--- config.mk ---
export PLATFORM = sky130hd
export DESIGN_NAME = rh_temp_sensor_frame_decoder_core
export DESIGN_NICKNAME = d
export VERILOG_FILES = /design/src/rtl/rhtfd_pkg.sv /design/src/rtl/rhtfd_check.sv /design/src/rtl/rhtfd_conv.sv /design/src/rtl/rh_temp_sensor_frame_decoder_core.sv
export SDC_FILE = /design/constraint.sdc
export NUM_CORES = 1
export LEC_CHECK = 0
export ABC_AREA = 1
export BUFFER_PORTS_ARGS = -buffer_cell sky130_fd_sc_hd__buf_2
export CORE_ASPECT_RATIO = 2
export CORE_MARGIN = 10
export CORE_UTILIZATION = 35
export CTS_BUF_LIST = sky130_fd_sc_hd__clkbuf_4 sky130_fd_sc_hd__clkbuf_8
export CTS_CLUSTER_DIAMETER = 80
export CTS_CLUSTER_SIZE = 30
export DETAILED_ROUTE_END_ITERATION = 6
export GPL_ROUTABILITY_DRIVEN = 1
export GPL_TIMING_DRIVEN = 0
export MAX_ROUTING_LAYER = met4
export SYNTH_ARGS = -nofsm -noshare
export SYNTH_HDL_FRONTEND = slang
export SYNTH_HIERARCHICAL = 1
export SYNTH_SLANG_ARGS = --single-unit
--- constraint.sdc ---
create_clock -name clk -period 18.06 [get_ports clk]
set_input_delay 2.709 -clock clk [delete_from_list [all_inputs] [get_ports clk]]
set_output_delay 2.709 -clock clk [all_outputs]
set_load 0.02 [all_outputs]
--- src/rtl/rhtfd_pkg.sv ---
// Shared types, constants and the CRC-8 helper for the sensor frame decoder.
// No dependencies; every other file of the block imports this package.

package rhtfd_pkg;

    // Result status codes.
    localparam logic [1:0] ST_OK   = 2'd0;
    localparam logic [1:0] ST_KIND = 2'd1;
    localparam logic [1:0] ST_CRC  = 2'd2;
    localparam logic [1:0] ST_ZERO = 2'd3;

    // CRC-8, polynomial x^8+x^5+x^4+1 with the top term implied.
    localparam logic [7:0] CRC_POLY = 8'h31;
    localparam int unsigned KIND_BIT = 1;

    // Scale factors in hundredths, applied as code * scale / 2^16.
    localparam logic [14:0] TEMP_SCALE  = 15'd17572;
    localparam logic [14:0] RH_SCALE    = 15'd12500;
    localparam logic [15:0] TEMP_OFFSET = 16'd4685;
    localparam logic [15:0] RH_OFFSET   = 16'd600;

    localparam int unsigned VALUE_W = 15;
    localparam int unsigned CODE_W  = 16;

    typedef struct packed {
        logic       func;
        logic [7:0] msb_byte;
        logic [7:0] lsb_byte;
        logic [7:0] crc_byte;
    } frame_t;

    // One byte through the MSB-first CRC register.
    function automatic logic [7:0] crc8_byte(input logic [7:0] crc_in, input logic [7:0] data);
        logic [7:0] crc;
        crc = crc_in ^ data;
        for (int i = 0; i < 8; i++)
        begin
            if (crc[7])
            begin
                crc = {crc[6:0], 1'b0} ^ CRC_POLY;
            end
            else
            begin
                crc = {crc[6:0], 1'b0};
            end
        end
        return crc;
    endfunction

endpackage

--- src/rtl/rhtfd_check.sv ---
// Frame validation: kind bit, all-zero frame and CRC-8 over the two data bytes.
// Depends on rhtfd_pkg for the frame type, status codes and CRC helper.

module rhtfd_check
    import rhtfd_pkg::*;
(
    input  frame_t     frame,
    output logic [1:0] status
);

    logic [7:0] crc_hi;
    logic [7:0] crc_calc;
    logic       kind_bad;
    logic       all_zero;

    assign crc_hi   = crc8_byte(8'h00, frame.msb_byte);
    assign crc_calc = crc8_byte(crc_hi, frame.lsb_byte);
    assign kind_bad = frame.lsb_byte[KIND_BIT] != frame.func;
    assign all_zero = (frame.msb_byte == 8'h00) && (frame.lsb_byte == 8'h00)
                      && (frame.crc_byte == 8'h00);

    // The kind check wins over the zero check, which wins over the CRC check.
    always_comb
    begin
        if (kind_bad)
        begin
            status = ST_KIND;
        end
        else if (all_zero)
        begin
            status = ST_ZERO;
        end
        else if (crc_calc != frame.crc_byte)
        begin
            status = ST_CRC;
        end
        else
        begin
            status = ST_OK;
        end
    end

endmodule

--- src/rtl/rhtfd_conv.sv ---
// Code extraction and fixed-point conversion to hundredths of a unit.
// Depends on rhtfd_pkg for the frame type and the scale and offset constants.

module rhtfd_conv
    import rhtfd_pkg::*;
(
    input  frame_t               frame,
    output logic [CODE_W-1:0]    raw_code,
    output logic [VALUE_W-1:0]   value
);

    logic [14:0] scale;
    logic [15:0] offset;
    logic [30:0] product;
    logic [15:0] scaled;
    logic [15:0] diff;

    assign raw_code = {frame.msb_byte, frame.lsb_byte[7:2], 2'b00};
    assign scale    = frame.func ? RH_SCALE : TEMP_SCALE;
    assign offset   = frame.func ? RH_OFFSET : TEMP_OFFSET;

    // The product stays below 2^31; dropping 16 bits rounds toward minus infinity.
    assign product = 31'(scale) * 31'(raw_code);
    assign scaled  = {1'b0, product[30:16]};
    assign diff    = scaled - offset;
    assign value   = diff[VALUE_W-1:0];

endmodule

--- src/rtl/rh_temp_sensor_frame_decoder_core.sv ---
// Top level of the sensor frame decoder: input register, check and convert, result register.
// Depends on rhtfd_pkg, rhtfd_check and rhtfd_conv.
//
// Usage:
//   The input channel (in_valid / in_stall) carries one measurement frame per transfer:
//   func selects temperature (0) or humidity (1), and msb_byte, lsb_byte and crc_byte are
//   the three bytes as received from the sensor. The output channel (out_valid /
//   out_stall) returns exactly one result per frame: status, value and raw_code.
//   A transfer happens at a rising edge where valid is high and stall is low.
//
//   A frame taken is held in the input register, checked and converted combinationally
//   from there, and shown from the result register once that register takes it.
//   Throughput is one frame per cycle while out_stall is low, set by the single pass of
//   CRC logic and one 15 by 16 bit multiplier between the two registers.
//
//   When the receiver stalls, the result register holds its transfer unchanged. The
//   input register still fills while the result waits, so one more frame is taken
//   before in_stall rises. in_stall depends only on register state and out_stall.
//
//   Reset (rst_n low, asynchronous) empties both registers; out_valid is low and
//   in_stall is low right after reset. Results that fail a check carry value and
//   raw_code of zero.

module rh_temp_sensor_frame_decoder_core
    import rhtfd_pkg::*;
(
    input  logic               clk,
    input  logic               rst_n,

    input  logic               in_valid,
    output logic               in_stall,
    input  logic               func,
    input  logic [7:0]         msb_byte,
    input  logic [7:0]         lsb_byte,
    input  logic [7:0]         crc_byte,

    output logic               out_valid,
    input  logic               out_stall,
    output logic [1:0]         status,
    output logic [VALUE_W-1:0] value,
    output logic [CODE_W-1:0]  raw_code
);

    // Input register stage.
    logic   s1_valid_reg;
    logic   s1_valid_next;
    frame_t s1_frame_reg;
    logic   s1_ready;

    // Result register stage.
    logic               out_valid_reg;
    logic               out_valid_next;
    logic [1:0]         status_reg;
    logic [VALUE_W-1:0] value_reg;
    logic [CODE_W-1:0]  raw_code_reg;
    logic               s2_ready;

    // Combinational results of the single pass.
    logic [1:0]         chk_status;
    logic [VALUE_W-1:0] conv_value;
    logic [CODE_W-1:0]  conv_code;
    logic               ok;

    // The result register can take a new entry when it is empty or being drained.
    assign s2_ready = !out_valid_reg || !out_stall;
    assign s1_ready = !s1_valid_reg || s2_ready;
    assign in_stall = !s1_ready;

    assign s1_valid_next  = s1_ready ? in_valid : s1_valid_reg;
    assign out_valid_next = s2_ready ? s1_valid_reg : out_valid_reg;

    always_ff @(posedge clk or negedge rst_n)
    begin
        if (!rst_n)
        begin
            s1_valid_reg  <= 1'b0;
            out_valid_reg <= 1'b0;
        end
        else
        begin
            s1_valid_reg  <= s1_valid_next;
            out_valid_reg <= out_valid_next;
        end
    end

    always_ff @(posedge clk)
    begin
        if (in_valid && s1_ready)
        begin
            s1_frame_reg <= '{func: func, msb_byte: msb_byte,
                              lsb_byte: lsb_byte, crc_byte: crc_byte};
        end
    end

    rhtfd_check u_check
    (
        .frame  (s1_frame_reg),
        .status (chk_status)
    );

    rhtfd_conv u_conv
    (
        .frame    (s1_frame_reg),
        .raw_code (conv_code),
        .value    (conv_value)
    );

    // A failed frame reports zero for both value and code.
    assign ok = chk_status == ST_OK;

    always_ff @(posedge clk)
    begin
        if (s1_valid_reg && s2_ready)
        begin
            status_reg   <= chk_status;
            value_reg    <= ok ? conv_value : '0;
            raw_code_reg <= ok ? conv_code : '0;
        end
    end

    assign out_valid = out_valid_reg;
    assign status    = status_reg;
    assign value     = value_reg;
    assign raw_code  = raw_code_reg;

endmodule

# [Yosys cells after proc, flatten, opt, wreduce, memory -nomap -nowiden]
# Cells that the tools add are included.
[totals] register_bits=60 latchBits=0 ramBits=0 rom_bits=0 in_bits=29 out_inout_bits=35 elab_cells=66 mem_count=0
[classes] add_sub_neg=1 multipliers=1 n_div=0 n_lt_le_gt_ge=0 n_eq_ne=2 shift=0 mux=21 bitwise=17 reduce_logical=14
[op_table] operator="6-bit 2-to-1 mux" count=16
[op_table] operator="3-bit NOT" count=16
[op_table] operator="15-bit by 14-bit multiplier with 29-bit output" count=1
[op_table] operator="8-bit logical NOT" count=3
[op_table] operator="15-bit 2-to-1 mux" count=1
[op_table] operator="15-bit subtractor" count=1
[op_table] operator="13-bit 2-to-1 mux" count=1
[op_table] operator="8-bit inequality test" count=1
[op_table] operator="8-bit XOR" count=1
[op_table] operator="2-bit 2-to-1 mux" count=3
[op_table] operator="1-bit logical AND" count=4
[op_table] operator="1-bit logical NOT" count=4
[op_table] operator="2-bit logical NOT" count=1
[op_table] operator="1-bit logical OR" count=2
[op_table] operator="1-bit inequality test" count=1

# [Depth between registers and ports, before layout]
# Gate-level depths: netlist (run 1).
[logic_depth] word_depth=38 depth_mapped=37 ltp_nobuf=35

# [Modules after synthesis]
# The synthesis (run 1) kept the hierarchy.
[by_module_without_submodules] mod="rhtfd_conv" n_inst=1 cells_per_inst=750 area_per_inst_um2=5225.0 seq_area_each_um2=0.0
[by_module_without_submodules] mod="rh_temp_sensor_frame_decoder_core" n_inst=1 cells_per_inst=138 area_per_inst_um2=2250.9 seq_area_each_um2=1791.7
[by_module_without_submodules] mod="rhtfd_check" n_inst=1 cells_per_inst=188 area_per_inst_um2=930.9 seq_area_each_um2=0.0

# [Least setup slack after synthesis (run 1)]
# No wires, ideal clock.
[synth_timing] kind="reg-to-reg" from="reg s1_frame_reg[24] in the netlist's numbering" to="reg value_reg[14], in the netlist value[14], data pin" setup_time_ns=0.252 arrival_ns=5.957 t_required_ns=17.808 path_slack_ns=11.851 stages_incl_launch_ff=35 n_path_buf=1 period_less_slack_ns=6.209 cell_sequence="edfxtp_1 > clkbuf_1 > inv_1 > nand2_1 > nand2_1 > ha_1 > ha_1 > inv_1 > fa_1 > inv_1 > fa_1 > fa_1 > inv_1 > fa_1 > inv_1 > ha_1 > nand2_1 > inv_1 > a21oi_1 > nand2_1 > nand2_1 > nand3_2 > nand3_1 > nand2_1 > xor2_1 > ha_1 > inv_1 > nor2_1 > nand2_1 > inv_1 > nand3_1 > nand3_1 > nand2_1 > inv_1 > nor2_4"
[synth_via] elab_chain_len=3 word_cells_on_any_way=7 cone_classes="add/sub (1); mul (1); eq/ne (1); mux (3); reduce/logical (1)"
[synth_lines] item="start, declared" line="rh_temp_sensor_frame_decoder_core.sv:47" text="frame_t s1_frame_reg;"
[synth_lines] item="start signal, assigned" line="rh_temp_sensor_frame_decoder_core.sv:90" text="s1_frame_reg <= '{func: func, msb_byte: msb_byte,"
[synth_lines] item="15-bit 2-to-1 mux" line="rhtfd_conv.sv:19" text="assign scale = frame.func ? RH_SCALE : TEMP_SCALE;"
[synth_lines] item="15-bit by 14-bit multiplier with 29-bit output" line="rhtfd_conv.sv:23" text="assign product = 31'(scale) * 31'(raw_code);"
[synth_lines] item="15-bit subtractor (*)" line="rhtfd_conv.sv:25" text="assign diff = scaled - offset;"
[synth_lines] item="named net conv_value[14]" line="rh_temp_sensor_frame_decoder_core.sv:60" text="logic [VALUE_W-1:0] conv_value;"
[synth_lines] item="end signal, assigned" line="rh_temp_sensor_frame_decoder_core.sv:116" text="value_reg <= ok ? conv_value : '0;"
[synth_lines] item="end, declared" line="rh_temp_sensor_frame_decoder_core.sv:54" text="logic [VALUE_W-1:0] value_reg;"
# Mark *: on every way through the listed nets, which the timed path passes. The rest lies on a longest branch.
# A chain may end at the register's enable or synchronous reset.

# [Worst setup path after layout (run 1)]
[layout_timing] from="reg s1_frame_reg[24] in the netlist's numbering" to="reg value_reg[10], in the netlist value[10], data pin"
# Same word-level chain as after synthesis.

==> flow_summary.yaml, run 1 <==
global_route:
  track_usage_pct: 15.6
  grt_max_degree: 26
  grt_antenna_before_repair: 1
  gr-total-overflow: 0
  grt_pass1_vias: 7401
  grt_pass1_wl_mm: 35.8
yosys:
  async_flop_share_pct: 3.33
  synth_xor_xnor_area_share_pct: 3.01
  synth-seq-cells: 60
  synth_top_family_by_area: "adder cells"
  syn_avg_cell_area_um2: 7.81
  syn-cell-area_um2: 8410
  synth.distinct_cells: 37
  synthFlopType: "edfxtp_1"
  yosysSeqAreaShare_pct: 21.3
  synthMuxAreaShare_pct: 0
  synth_compound_area_share_pct: 3.18
  yosysWarnings: 6
  synthSimpleGateAreaFrac_pct: 26.6
  synthAdderAreaFrac_pct: 32.4
  synthCells: 1076
  synth_edf_count: 58
die:
  die-area_um2: 31000
  rows: 80
  floorplan.initialDensity_pct: 35.4
  io_pins: 64
  die_w_um: 130
  fp.dieH_um: 239
  core_area_um2: 23700
clock_network:
  clock_path_buffers: 2
  clk_pin_slew_ps: 80
  cts_hold_buf: 0
  cts_setup_buffers: 0
  clk_latency_ps: 380
  numCtsBuffers: 9
  h-tree-depth: 3
  cts_root_buf: "clkbuf_8"
  cts_tree: "built"
  cts_sinks: 60
  cts-resized-gates: 0
detailed_routing:
  vias_per_cell: 4.81
  initialDrtViolationCount: 335
  vias: 7001
  routed_wl_mm: 22.8
  drtAntennaViolNets: 0
  routedWlPerCell_um: 15.6
  firstDrtPassIters: 7
  route.detailed.drc: 0
worst_setup_path:
  crit_required_ps: 18200
  max_stage_delay_ps: 670
  worst_path_most_repeated_cell: "inv_1"
  crit_type: "register to register"
  crit_path_end_kind: "register"
  startpoint_type: "register"
  cp.depth: 33
  cp.buffers_inverters: 10
  reg2reg_depth: 33
  critPathArrivalTime_ps: 7920
  crit_family: "adder cells"
  critPathSlowestCell: "edfxtp_1"
  crit_path_max_fanout: 10
placement:
  dp_hpwl_mm: 20.1
  port_buffers: 63
  gp_congestion: 0.932
  placed_area_um2: 9170
timing:
  setup_viol: 0
  whs_ps: 519
  grt_setup_unrepaired: "false"
  skew_ps: 15.5
  max_freq_ghz: 0.129
  worst_slew_margin_rel_pct: 26.6
  drv_slew: 0
  fin_crit_sh_pct: 43.1
  setup_tns_ps: 0
  tightest_slew_ps: 1100
  min_period_ps: 7780
  hold_viol_final: 0
final_layout:
  area_growth_pct: 11.5
  layout.area.seq_um2: 1790
  multi_input_area_um2: 5550
  drive_above_1_share_pct: 15.1
  fillers: 2477
  design_area_um2: 9370
  largest_reg_flops: 25
  nNetsFinal: 1373
run_status:
  status: "finished, final reports clean"
hold_path:
  min_path_type: "register to register"
  hold_path_depth: 2
job:
  maxCapViolCount: 0
-- cell type report --
type,count,area share [%]
Clock inverter,7,0.801
Inverter,248,9.93
Buffer,27,2.07
Sequential cell,60,19.1
Clock buffer,9,1.32
Multi-Input combinational cell,754,59.2
Tap cell,287,3.83
Antenna cell,1,0.0267
Timing Repair Buffer,64,3.66
-- layout by cell type (no fill, tap or decap), types with 17 or more instances in the layout --
| cell | netlist | final |
|---|---|---|
| buf_2 | 1 | 64 |
| nand3_1 | 59 | 59 |
| nand2_1 | 267 | 267 |
| nor2_1 | 65 | 65 |
| nor2_2 | 22 | 22 |
| a21oi_1 | 20 | 19 |
| o21ai_0 | 17 | 17 |
| edfxtp_1 | 58 | 58 |
| inv_1 | 243 | 243 |
| nand2_2 | 17 | 17 |
| ha_1 | 117 | 117 |
| xor2_1 | 18 | 18 |
| fa_1 | 63 | 63 |
-- stage by stage --
stage               worst slack (ps)  std cells  utilization (%)
global route                    9860       1457             39.5
detailed placement             10400       1440             38.6
finish                         10280       1457             39.5
CTS                            10380       1456             39.5
global placement               10500       1439             38.5
floorplan                      11850       1089                -
-- worst min-delay path, delay by kind of cell, from the launching register on --
kind	cells	cell delay, ps
buffers and inverters	1	80
flip-flops	1	350
AND/OR/NAND/NOR	1	60
-- cell usage after synthesis, types with 3 or more instances --
cell type	number	area, um2
fa_1	63	1260
o21ai_0	17	85.1
edfxtp_1	58	1740
inv_2	5	18.8
nand2_2	17	106
inv_1	243	912
nor2_2	22	138
nand2_1	267	1000
xor2_1	18	158
nand3_2	10	100
ha_1	117	1460
a21oi_1	20	100
nand3b_1	6	45.0
nor4_1	5	31.3
nor2_4	11	124
a21oi_2	3	26.3
clkbuf_1	7	26.3
nor2_1	65	244
buf_4	16	120
xnor2_1	9	78.8
nand2_4	3	33.8
nand3_1	59	295
nand4_1	12	75.1
-- metal layers --
metal | vias to the layer above | global-route usage (%) | wire, um
met5 | - | - | 0
met4 | 0 | 12.0 | 1740
met3 | 73 | 1.59 | 514
met2 | 146 | 32.1 | 13900
met1 | 3308 | 11.2 | 6650
li1 | 3474 | - | -
-- kinds of logic (layout without fill, tap and decap cells) --
| group | count (synthesis) | count (layout) |
|---|---|---|
| fa+ha+maj | 180 | 180 |
| flops | 60 | 60 |
| compound gates | 48 | 48 |
| other cells | 2 | 16 |
| xor+xnor | 28 | 28 |
| simple gates | 483 | 483 |
| buf+inv | 275 | 355 |
-- worst paths after layout --
kind / from / slack (ps) / end
max reg2reg: s1_frame_reg[24]$_DFFE_PP_ / 10280 / value[10]$_SDFFCE_PP0P_
min reg2reg: s1_valid_reg$_DFFE_PN0P_ / 520 / out_valid$_DFFE_PN0P_
max: s1_frame_reg[24]$_DFFE_PP_ / 10280 / value[10]$_SDFFCE_PP0P_
min: s1_valid_reg$_DFFE_PN0P_ / 520 / out_valid$_DFFE_PN0P_
max in group asynchronous: rst_n / 15860 / out_valid$_DFFE_PN0P_
min in group asynchronous: rst_n / 2100 / s1_valid_reg$_DFFE_PN0P_
Power of run 1 is left out: the tool's default activity adds up to more than one toggle a clock period on the data nets, which glitch-free logic cannot reach.
==> inputs of run 2 (changes only) <==
==> constraint.sdc (replaced) <==
create_clock -name clk -period 8 [get_ports clk]
set_input_delay 1.2 -clock clk [delete_from_list [all_inputs] [get_ports clk]]
set_output_delay 1.2 -clock clk [all_outputs]
set_load 0.02 [all_outputs]
==> flow_summary.yaml, run 2 (synthesized netlist as in run 1, its figures left out) <==
clock_network:
  cts_setup_buffers: 0
  cts_tree: "built"
  clk_pin_slew_ps: 80
  cts_root_buf: "clkbuf_8"
  cts-resized-gates: 0
  h-tree-depth: 3
  clock_path_buffers: 2
  numCtsBuffers: 9
  clk_latency_ps: 380
  cts_sinks: 60
  cts_hold_buf: 0
detailed_routing:
  route.detailed.drc: 0
  routedWlPerCell_um: 15.6
  firstDrtPassIters: 7
  initialDrtViolationCount: 337
  vias: 7005
  drtAntennaViolNets: 0
  routed_wl_mm: 22.8
  vias_per_cell: 4.81
die:
  core_area_um2: 23700
  rows: 80
  fp.dieH_um: 239
  floorplan.initialDensity_pct: 35.4
  die-area_um2: 31000
  io_pins: 64
  die_w_um: 130
worst_setup_path:
  critPathArrivalTime_ps: 7680
  crit_path_end_kind: "register"
  startpoint_type: "register"
  crit_path_max_fanout: 10
  crit_type: "register to register"
  worst_path_most_repeated_cell: "inv_1"
  crit_required_ps: 8140
  max_stage_delay_ps: 670
  critPathSlowestCell: "edfxtp_1"
global_route:
  grt_pass1_wl_mm: 35.8
  track_usage_pct: 15.6
  grt_max_degree: 26
  grt_antenna_before_repair: 1
  gr-total-overflow: 0
  grt_pass1_vias: 7401
timing:
  fin_crit_sh_pct: 94.2
  drv_slew: 0
  hold_viol_final: 0
  worst_slew_margin_rel_pct: 26.6
  grt_setup_unrepaired: "false"
  setup_tns_ps: 0
  skew_ps: 15.5
  finalWorstSetupSlack_ps: 467
  max_freq_ghz: 0.133
  min_period_ps: 7530
  tightest_slew_ps: 1100
  setup_viol: 0
final_layout:
  mostFrequentLayoutCells: "267 x nand2_1, 243 x inv_1, 117 x ha_1"
  area_growth_pct: 11.5
  final_common_cell: "nand2_1"
  fillers: 2478
  largest_reg_flops: 25
  drive_above_1_share_pct: 15.2
  nNetsFinal: 1373
placement:
  port_buffers: 63
  dp_hpwl_mm: 20.1
  place_worst_setup_slack_ps: 338
  gp_congestion: 0.932
hold_path:
  min_path_type: "register to register"
run_status:
  status: "finished, final reports clean"
job:
  maxCapViolCount: 0
[run 2: area by class of cell]
class	count	area, um2	area share [%]
clock inverters	7	75.1	0.801
well taps	287	359	3.83
plain buffers	27	195	2.08
inverters	248	931	9.93
diodes	1	2.50	0.0267
multi-input cells	754	5550	59.2
clock buffers	9	124	1.32
flip-flops and latches	60	1790	19.1
repair buffers	64	343	3.66
[run 2: metal layers]
layer  vias up  track usage [%]  part of all wire, %
li1       3474                -                    -
met4         0             12.0                  7.6
met5         -                -                    0
met1      3310             11.2                   29
met2       148             32.1                   61
met3        73             1.59                  2.3
[run 2: final timing paths]
kind | end | slack [ps] | start | cells after the start
setup / recovery | value[10]$_SDFFCE_PP0P_ | 470 | s1_frame_reg[24]$_DFFE_PP_ | 33
hold / removal | out_valid$_DFFE_PN0P_ | 520 | s1_valid_reg$_DFFE_PN0P_ | 2
setup reg to reg | value[10]$_SDFFCE_PP0P_ | 470 | s1_frame_reg[24]$_DFFE_PP_ | 33
hold reg to reg | out_valid$_DFFE_PN0P_ | 520 | s1_valid_reg$_DFFE_PN0P_ | 2
max in group asynchronous | out_valid$_DFFE_PN0P_ | 7310 | rst_n | 1
min in group asynchronous | s1_valid_reg$_DFFE_PN0P_ | 600 | rst_n | 1
[run 2: metrics by stage]
stage	instances	util [%]	hold slack, ps	area (um2)
after global routing	1457	39.5	581	9370
after global placement	1439	38.5	454	9130
after detailed placement	1440	38.6	511	9170
after floorplan	1089	-	446	8460
after CTS	1456	39.5	531	9370
final	1457	39.5	519	9370
[run 2: critical path, delay by kind of cell, from the launching register on]
family	cells	cell delay [ps]
DFF	1	670
buffers and inverters	10	1100
and+or+nand+nor	12	1410
AOI/OAI and AO/OA	2	280
xor gates and xnor gates	1	450
adders and majority gates	8	3360
Power of run 2 is left out for the same reason.
==> inputs of run 3 (changes only) <==
--- a/config.mk
+++ b/config.mk
@@ -10,7 +10,7 @@
 export CORE_ASPECT_RATIO = 2
 export CORE_MARGIN = 10
 export CORE_UTILIZATION = 35
-export CTS_BUF_LIST = sky130_fd_sc_hd__clkbuf_4 sky130_fd_sc_hd__clkbuf_8
+export CTS_BUF_LIST = sky130_fd_sc_hd__clkbuf_16
 export CTS_CLUSTER_DIAMETER = 80
 export CTS_CLUSTER_SIZE = 30
 export DETAILED_ROUTE_END_ITERATION = 6
==> flow_summary.yaml, run 3 (synthesized netlist as in run 1, its figures left out) <==
detailed_routing:
  route.detailed.drc: 0
  wl_met1_mm: 6.62
  routed_wl_mm: 22.7
  routedWlPerCell_um: 15.6
  initialDrtViolationCount: 305
  top_layer: "met4"
  vias_per_cell: 4.78
  drtAntennaViolNets: 0
  firstDrtPassIters: 5
  route.met2.wl_mm: 14.1
  wl_met3_um: 491
  vias: 6958
clock_network:
  clk_pin_slew_ps: 60
  cts_setup_buffers: 0
  cts_root_buf: "clkbuf_16"
  clk_latency_ps: 350
  cts-resized-gates: 0
  h-tree-depth: 3
  clock_path_buffers: 2
  cts_tree: "built"
  cts_hold_buf: 0
  numCtsBuffers: 9
  cts_sinks: 60
placement:
  port_buffers: 63
  place_worst_setup_slack_ps: 338
  dp_hpwl_mm: 20.1
  gp_congestion: 0.932
hold_path:
  min_path_type: "register to register"
  hp-start: "s1_valid_reg$_DFFE_PN0P_"
timing:
  min_period_ps: 7550
  grt_setup_unrepaired: "false"
  skew_ps: 14.9
  tightest_slew_ps: 1120
  max_freq_ghz: 0.133
  setup_viol: 0
  hold_viol_final: 0
  worst_slew_margin_rel_pct: 25.5
  whs_ps: 515
  drv_slew: 0
  finalWorstSetupSlack_ps: 454
  setup_tns_ps: 0
  fin_crit_sh_pct: 94.3
die:
  core_area_um2: 23700
  rows: 80
  die_w_um: 130
  floorplan.initialDensity_pct: 35.4
  io_pins: 64
  fp.dieH_um: 239
  die-area_um2: 31000
final_layout:
  insertedDiodeCount: 0
  fillers: 2471
  drive_above_1_share_pct: 15.2
  area_growth_pct: 12.7
  mostFrequentLayoutCells: "267 x nand2_1, 243 x inv_1, 117 x ha_1"
  nNetsFinal: 1373
  largest_reg_flops: 25
  final_common_cell: "nand2_1"
worst_setup_path:
  startpoint_type: "register"
  worst_path_most_repeated_cell: "inv_1"
  startpoint: "s1_frame_reg[24]$_DFFE_PP_"
  critPathArrivalTime_ps: 7650
  r2r-start: "s1_frame_reg[24]$_DFFE_PP_"
  crit_path_end_kind: "register"
  critPathSlowestCell: "edfxtp_1"
  crit_type: "register to register"
  crit_required_ps: 8110
  max_stage_delay_ps: 680
  crit_path_max_fanout: 10
job:
  maxCapViolCount: 0
global_route:
  grt_antenna_before_repair: 0
  track_usage_pct: 15.6
  gr-total-overflow: 0
  grt_pass1_wl_mm: 35.8
  grt_pass1_vias: 7430
  grt_max_degree: 26
run_status:
  status: "finished, final reports clean"
## run 3: cell count changes in the layout (fill, tap and decap cells not counted)
cell / delta
clkbuf_16: +9
clkbuf_8: -9
diode_2: -1
## run 3: cell type report
type                       instances  area [um2]  area share (%)
inverter                         248         931            9.83
multi-input combinational        754        5550            58.6
timing repair buffer              64         343            3.62
buffer                            27         195            2.06
sequential                        60        1790            18.9
clock buffer                       9         225            2.38
tap                              287         359            3.79
clock inverter                     7        75.1           0.793
## run 3: per-stage QoR
step	cells	cell area (um2)	utilization, %
3_3_place_gp	1439	9130	38.5
6_report	1456	9470	39.9
3_5_place_dp	1440	9170	38.6
5_1_grt	1456	9470	39.9
4_1_cts	1456	9470	39.9
2_1_floorplan	1089	8460	-
## run 3: worst paths after layout
kind | to | cells after the start | slack [ps]
setup / recovery | value[10]$_SDFFCE_PP0P_ | 33 | 450
hold / removal | out_valid$_DFFE_PN0P_ | 2 | 520
setup reg to reg | value[10]$_SDFFCE_PP0P_ | 33 | 450
hold reg to reg | out_valid$_DFFE_PN0P_ | 2 | 520
max in group asynchronous | out_valid$_DFFE_PN0P_ | 1 | 7270
min in group asynchronous | s1_valid_reg$_DFFE_PN0P_ | 1 | 630
## run 3: critical path, delay by kind of cell (launching register included)
kind | cells | cell delay (ps)
AOI/OAI and AO/OA | 2 | 280
xor gates and xnor gates | 1 | 460
adders and majority gates | 8 | 3350
buffers and inverters | 10 | 1090
DFF | 1 | 680
and+or+nand+nor | 12 | 1410
## run 3: per-layer routing
| metal | vias up | GRT usage [%] |
|---|---|---|
| met3 | 62 | 1.64 |
| li1 | 3475 | - |
| met2 | 125 | 32.0 |
| met1 | 3296 | 11.1 |
| met5 | - | - |
| met4 | 0 | 12.2 |
Power of run 3 is left out for the same reason.
